[config.mk]
export PLATFORM = sky130hd
export DESIGN_NAME = swsfr_step
export DESIGN_NICKNAME = d
export VERILOG_FILES = /design/src/sv/swsfr_pkg.sv /design/src/sv/swsfr_step.sv
export SDC_FILE = /design/constraint.sdc
export NUM_CORES = 1
export LEC_CHECK = 0
export BUFFER_PORTS_ARGS = -buffer_cell sky130_fd_sc_hd__buf_4
export CAP_MARGIN = 20
export CORE_MARGIN = 1
export CORE_UTILIZATION = 60
export DETAILED_ROUTE_END_ITERATION = 12
export PLACE_DENSITY = 0.95
export SLEW_MARGIN = 20
export SYNTH_ARGS = -nofsm -noshare
export SYNTH_HDL_FRONTEND = slang
export SYNTH_SLANG_ARGS = --single-unit
[constraint.sdc]
create_clock -name vclk -period 27.1
set_clock_uncertainty 0.2 [all_clocks]
set_input_delay 2.71 -clock vclk [all_inputs]
set_output_delay 2.71 -clock vclk [all_outputs]
set_load 0.03 [all_outputs]
[src/sv/swsfr_pkg.sv]
`default_nettype none

package swsfr_pkg;

    // fixed field widths
    localparam int unsigned TIMEOUT_W   = 16;
    localparam int unsigned SETTLE_W    = 6;
    localparam int unsigned BYTE_W      = 8;
    localparam int unsigned STATUS_W    = 2;
    localparam int unsigned BIT_INDEX_W = 6;
    localparam int unsigned FRAME_BITS  = 40;
    localparam int unsigned CFG_INDEX_W = 1;
    localparam int unsigned CFG_DATA_W  = 16;

    // most phase hand-overs one sample can pass through, plus margin
    localparam int unsigned MAX_HOPS = 4;

    // register reset values
    localparam logic [TIMEOUT_W-1:0] TIMEOUT_RESET = 16'd32000;
    localparam logic [SETTLE_W-1:0]  SETTLE_RESET  = 6'd50;

    // register indexes
    localparam logic [CFG_INDEX_W-1:0] CFG_TIMEOUT_LIMIT = 1'b0;
    localparam logic [CFG_INDEX_W-1:0] CFG_SETTLE_LIMIT  = 1'b1;

    typedef enum logic [2:0] {
        PH_IDLE     = 3'd0,
        PH_SETTLE   = 3'd1,
        PH_WAIT_LOW = 3'd2,
        PH_CAL_LOW  = 3'd3,
        PH_CAL_HIGH = 3'd4,
        PH_BIT_LOW  = 3'd5,
        PH_BIT_HIGH = 3'd6
    } phase_t;

    typedef enum logic [STATUS_W-1:0] {
        ST_OK       = 2'd0,
        ST_TIMEOUT  = 2'd1,
        ST_CHECKSUM = 2'd2
    } status_t;

    typedef struct packed {
        status_t             status;
        logic [BYTE_W-1:0]   humidity_int;
        logic [BYTE_W-1:0]   humidity_frac;
        logic [BYTE_W-1:0]   temperature_int;
        logic [BYTE_W-1:0]   temperature_frac;
        logic [BYTE_W-1:0]   check_byte;
    } result_t;

endpackage

`default_nettype wire

[src/sv/swsfr_step.sv]
`default_nettype none

module swsfr_step
    import swsfr_pkg::*;
#(
    parameter int unsigned COUNTER_BITS = 16
) (
    input  wire phase_t                  phase,
    input  wire [COUNTER_BITS-1:0]       counter,
    input  wire [COUNTER_BITS:0]         cal_sum,
    input  wire [BIT_INDEX_W-1:0]        bit_index,
    input  wire [FRAME_BITS-1:0]         frame,
    input  wire                          start_req,
    input  wire                          pin_level,
    input  wire [TIMEOUT_W-1:0]          timeout_limit,
    input  wire [SETTLE_W-1:0]           settle_limit,
    output phase_t                       phase_next,
    output logic [COUNTER_BITS-1:0]      counter_next,
    output logic [COUNTER_BITS:0]        cal_sum_next,
    output logic [BIT_INDEX_W-1:0]       bit_index_next,
    output logic [FRAME_BITS-1:0]        frame_next,
    output logic                         emit,
    output result_t                      result
);

    // width wide enough for both the counter and the timeout limit
    localparam int unsigned CMP_W = (COUNTER_BITS > TIMEOUT_W) ? COUNTER_BITS : TIMEOUT_W;

    phase_t                  ph;
    logic [COUNTER_BITS-1:0] cnt;
    logic [COUNTER_BITS:0]   sum;
    logic [BIT_INDEX_W-1:0]  idx;
    logic [FRAME_BITS-1:0]   shf;
    logic                    done;
    logic                    tick;
    logic                    bit_val;
    logic [BYTE_W-1:0]       byte_sum;

    // one sample walks through the phase chain; a phase that ends hands the
    // same sample to the next phase
    always_comb
    begin
        ph       = phase;
        cnt      = counter;
        sum      = cal_sum;
        idx      = bit_index;
        shf      = frame;
        done     = 1'b0;
        tick     = 1'b0;
        bit_val  = 1'b0;
        byte_sum = '0;
        emit     = 1'b0;
        result   = '0;

        // start request restarts the read from settle
        if (start_req)
        begin
            ph  = PH_SETTLE;
            cnt = '0;
            sum = '0;
            idx = '0;
            shf = '0;
        end

        for (int k = 0; k < MAX_HOPS; k++)
        begin
            tick = 1'b0;
            if (!done)
            begin
                case (ph)
                    PH_IDLE:
                    begin
                        done = 1'b1;
                    end
                    PH_SETTLE:
                    begin
                        if (!pin_level && (cnt < COUNTER_BITS'(settle_limit)))
                        begin
                            cnt  = cnt + 1'b1;
                            done = 1'b1;
                        end
                        else
                        begin
                            ph  = PH_WAIT_LOW;
                            cnt = '0;
                        end
                    end
                    PH_WAIT_LOW:
                    begin
                        if (pin_level)
                        begin
                            tick = 1'b1;
                        end
                        else
                        begin
                            ph  = PH_CAL_LOW;
                            cnt = '0;
                        end
                    end
                    PH_CAL_LOW:
                    begin
                        if (!pin_level)
                        begin
                            tick = 1'b1;
                        end
                        else
                        begin
                            sum = (COUNTER_BITS + 1)'(cnt);
                            ph  = PH_CAL_HIGH;
                            cnt = '0;
                        end
                    end
                    PH_CAL_HIGH:
                    begin
                        if (pin_level)
                        begin
                            tick = 1'b1;
                        end
                        else
                        begin
                            sum = sum + (COUNTER_BITS + 1)'(cnt);
                            ph  = PH_BIT_LOW;
                            cnt = '0;
                        end
                    end
                    PH_BIT_LOW:
                    begin
                        if (!pin_level)
                        begin
                            tick = 1'b1;
                        end
                        else
                        begin
                            ph  = PH_BIT_HIGH;
                            cnt = '0;
                        end
                    end
                    PH_BIT_HIGH:
                    begin
                        if (pin_level)
                        begin
                            tick = 1'b1;
                        end
                        else
                        begin
                            // threshold is a quarter of the calibration sum
                            bit_val = ((COUNTER_BITS + 1)'(cnt) >= (sum >> 2));
                            shf     = {shf[FRAME_BITS-2:0], bit_val};
                            idx     = idx + 1'b1;
                            if (idx >= BIT_INDEX_W'(FRAME_BITS))
                            begin
                                byte_sum = shf[39:32] + shf[31:24] + shf[23:16] + shf[15:8];
                                emit                    = 1'b1;
                                result.status           = (byte_sum == shf[7:0]) ?
                                                          ST_OK : ST_CHECKSUM;
                                result.humidity_int     = shf[39:32];
                                result.humidity_frac    = shf[31:24];
                                result.temperature_int  = shf[23:16];
                                result.temperature_frac = shf[15:8];
                                result.check_byte       = shf[7:0];
                                ph                      = PH_IDLE;
                                done                    = 1'b1;
                            end
                            else
                            begin
                                ph  = PH_BIT_LOW;
                                cnt = '0;
                            end
                        end
                    end
                    default:
                    begin
                        ph   = PH_IDLE;
                        done = 1'b1;
                    end
                endcase

                // phase keeps going: count the sample and check for timeout
                if (tick)
                begin
                    cnt  = cnt + 1'b1;
                    done = 1'b1;
                    if (CMP_W'(cnt) >= CMP_W'(timeout_limit))
                    begin
                        emit          = 1'b1;
                        result        = '0;
                        result.status = ST_TIMEOUT;
                        ph            = PH_IDLE;
                    end
                end
            end
        end

        phase_next     = ph;
        counter_next   = cnt;
        cal_sum_next   = sum;
        bit_index_next = idx;
        frame_next     = shf;
    end

endmodule

`default_nettype wire

Word-level counts from Yosys, hierarchy flattened
Cells that the tools add are included.
Operators by class
  $add $sub $neg: 28
  $lt $le $gt $ge: 16
  equal/unequal tests: 28
  multiplexer cells: 195
  reductions and logical operators: 24
Operators by type and width (count)
  $mux 42: 24
  $mux 16: 31
  $mux 40: 12
  $pmux 16 s4: 4
  $mux 17: 12
  $pmux 17 s2: 4
  $add 16x1->16 const B: 8
  $mux 3: 40
  $add 8x8->8: 12
  $pmux 3 s7: 4
  $mux 6: 12
  $add 17x16->17: 4
  $ge 16x15->1: 4
  $ge 16x16->1: 4
  $lt 16x6->1: 4
  $mux 1: 41
  $eq 3x3->1 const B: 12
  $eq 8x8->1: 4
  $add 6x1->6 const B: 4
  $eq 3x2->1 const B: 8
  $ge 6x6->1 const B: 4
  $reduce_or 2->1: 8
  $eq 3x1->1 const B: 4
  $logic_not 3->1: 4
  7 further kinds: 23
Word-level totals
  bits in registers: 0
  input bits: 106
  logic and storage cells: 291

Depth between registers and ports, before layout
  depth after elaboration: 37
  gate-level depth with buffers: 55
  gate-level depth less buffers: 49

Worst setup path after synthesis
No wires, ideal clock.
  path type: in2out
  start point: input port start_req
  end point: output port phase_next[1]
  data arrival time: 13831 ps
  slack: 10359 ps
  stages: 54
  path buffers: 8
  cell sequence: clkbuf_1 clkbuf_1 clkbuf_1 clkbuf_1 clkbuf_1 nor2b_1 clkbuf_1 ha_1 nand4_1 o211ai_1 o21ai_1 buf_2 nand2_1 o21ai_0 ha_1 and2_1 nand2_1 or3_4 [... 18 more ...] o21ai_0 a31oi_1 or2_2 a211o_1 a21boi_0 ha_1 nand4bb_1 nor2_1 xnor2_1 ha_1 or3_1 o21ai_0 a21oi_1 a41oi_1 o31ai_1 a31oi_1 nor4b_1 a2111oi_0
Between the ends
  longest elaborated chain between the ends: 37
  elaborated cells between the ends (all ways): 180
Ends and longest elaborated chain
  start: declaration: line swsfr_step.sv:13  | input wire start_req,
  $mux 6: line swsfr_step.sv:56  | if (start_req)
  $add 6x1->6: line swsfr_step.sv:149  | idx = idx + 1'b1;
  $ge 6x6->1: line swsfr_step.sv:150  | if (idx >= BIT_INDEX_W'(FRAME_BITS))
  $mux 16: line swsfr_step.sv:150
  $mux 16: line swsfr_step.sv:140  | if (pin_level)
  $pmux 16 s4: line swsfr_step.sv:70  | case (ph)
  $add 16x1->16: line swsfr_step.sv:181  | cnt = cnt + 1'b1;
  $ge 16x16->1: line swsfr_step.sv:183  | if (CMP_W'(cnt) >= CMP_W'(timeout_limit))
  [... 21 more ...]
  $reduce_or 2->1 (no line)
  $pmux 16 s4: line swsfr_step.sv:70
  $mux 16: line swsfr_step.sv:68  | if (!done)
  $add 16x1->16: line swsfr_step.sv:181
  $ge 16x16->1: line swsfr_step.sv:183
  $mux 3: line swsfr_step.sv:183
  $mux 3: line swsfr_step.sv:179  | if (tick)
  $mux 3 *: line swsfr_step.sv:68
  end: declaration: line swsfr_step.sv:17  | output phase_t phase_next,
Mark *: on every way between the ends. The rest lies on a longest branch, timed or not. The select of a mux whose other input is x is not followed.

Final worst setup path
Same ends and word-level chain as after synthesis.

==> reports/metrics.yaml <==
nClkBuffers: 0
synthesis.nets: 1395
insertedDiodeCount: 0
drtIter0Drc: 1079
hold_viol_final: 0
yosysWarningCount: 0
yosys-top-cells-area: "ha_1 (18%), nand2_1 (8.6%), o21ai_0 (6.5%), xnor2_1 (5.9%), nor2_1 (5.4%)"
period_needed_ns: 17.04
cts_hold_buf: 0
finalSetupViolCount: 0
powerDensity_nw_per_um2: 19.3
area_delta_synth_final_pct: 22.6
tns_ns: 0
layout-drive-gt1-share_pct: 20.8
postCtsSetupBuffers: 0
hold_class: "input port to output port"
rsz0062_at_grt: "no"
die_x_um: 114
total_power_mw: 0.178
clkPwrFrac_pct: 0
seq_cells: 0
crit_path_start_kind: "input port"
drc: 0
layout.area.seq_sq_um: 0
drv_cap: 0
grt_pass1_wl_um: 42400
swShare_pct: 59.5
critPathRequiredTime_ns: 24.19
grt_max_degree: 79
fin_util_pct: 76.1
wl_per_cell_um: 18.1
path_delay_family: "compound AO/OA/AOI/OAI gates"
p_sw_mw: 0.106
path_common_cell: "ha_1"
ant_nets: 0
outcome: "finished, final reports clean"
worst-endpoint-arrival_ns: 14.13
coreArea_sq_um: 12100
grt_usage_pct: 40.5
std_cell_rows: 40
relSlewSlack_pct: 39.9
finalCritPeriodShare_pct: 62.9
wl_um: 27100
syn_area_per_cell_sq_um: 6.44
max_clock_freq_mhz: 58.7
slowest_delay_ns: 0.65
p_leak_nw: 4.78
drt_pre_antenna_iters: 7
layout.nets: 1559
synth_cell_types: 84
seq_area_frac_synth_pct: 0
seqPwrFrac_pct: 0
cts_resized: 0
hpwl_um: 22200
numPortBuffers: 231
tightest_slew_ns: 0.899
syn_inst: 1168
grt_pass1_vias: 8408
synth_top_cell_by_area: "ha_1"
cpMaxStageDelayCell: "or3_1"
die_y_um: 114
yosys.area.top_type_share_pct: 17.6
place_congestion: 1.01
num_vias: 9393
syn_area_sq_um: 7520
crit_path_end_kind: "output port"
avgViaCountPerCell: 6.27
p_int_mw: 0.0720
initial_core_util_pct: 62.1
io_pins: 231
report.final.slew_viol_count: 0
vdd_ir_drop_max_mv: 0.0184
crit_fanout: 78
dieArea_sq_um: 13000
path_class: "input port to output port"
power_frac_comb_pct: 100.0
overflow: 0
path_buf_inv: 5
antenna_found_initial: 0
[cell type report]
cell class                      instances  area, sq um
Timing Repair Buffer                  239         1790
Multi-Input combinational cell       1005         6890
Tap cell                              168          210
Inverter                               86          323
Fill cell                            1020         2890
[placed cells by master (no fill, tap or decap), types with 6 or more instances in the layout]
cell type    n
buf_4      239
nand2_1    173
nor2_1     109
ha_1       106
o21ai_0     97
inv_1       85
a21oi_1     65
xnor2_1     51
xor2_1      38
nor2b_1     32
nor3_1      30
nand3_1     28
and3_1      26
a21o_1      24
nand2b_1    16
fa_1        15
or3_1       14
a31oi_1     14
o211ai_1    11
nor4_1      11
nand4_1     11
a211oi_1     8
o31a_1       6
nor3b_1      6
or2_2        6
[worst paths after layout]
check | from | endpoint | cells past startpoint
min | frame[29] | frame_next[30] | 4
max | start_req | phase_next[1] | 47
[synthesized netlist by cell type, drive strengths merged, types with 7 or more instances]
cell type  instances
or3               15
nor2b             32
ha               106
nand4             13
fa                15
nor3b              7
xor2              38
mux2i              8
o211ai            11
nand2            174
nand3             30
o21ai            100
a21boi             7
nor2             110
nor3              32
xnor2             52
inv               85
a21o              24
a31oi             14
a21oi             65
buf               15
clkbuf            62
and2               7
nand2b            18
and3              26
nor4              13
a211oi             8
[through the flow]
step	instance area, sq um	hold WS [ns]	setup WS, ns	instances
finish	9220	5.60	10.06	1498
global route	9220	5.61	9.09	1498
detailed placement	9220	5.60	10.27	1498
global placement	9220	5.59	10.63	1498
floorplan	7520	5.42	10.36	1168
CTS	9220	5.60	10.25	1498
[power groups by stage]
stage / clock network, mW / logic (mW) / registers, mW
global placement: 0 / 0.171 / 0
finish: 0 / 0.178 / 0
detailed placement: 0 / 0.174 / 0
floorplan: 0 / 0.121 / 0
CTS: 0 / 0.175 / 0
global route: 0 / 0.194 / 0
[kinds of logic (layout without fill, tap and decap cells)]
logic type                 Yosys count  in the layout  synth area share [%]
and+or+nand+nor                    494            494                  32.8
xor gates and xnor gates            90             90                  10.6
buffers and inverters              163            325                  8.46
muxes                               11             11                  2.01
AOI/OAI and AO/OA                  289            289                  24.5
adders and majority gates          121            121                  21.6
[layer usage]
metal,part of all wire (%),vias to the layer above,global-route usage (%),wire length [um]
li1,-,4385,-,-
met1,39,4265,51.1,10500
met2,46,633,69.3,12600
met3,9.7,110,3.77,2640
met4,5.3,0,19.5,1440
met5,0,-,0,0
Note: power is estimated with default switching activity, not from simulation.
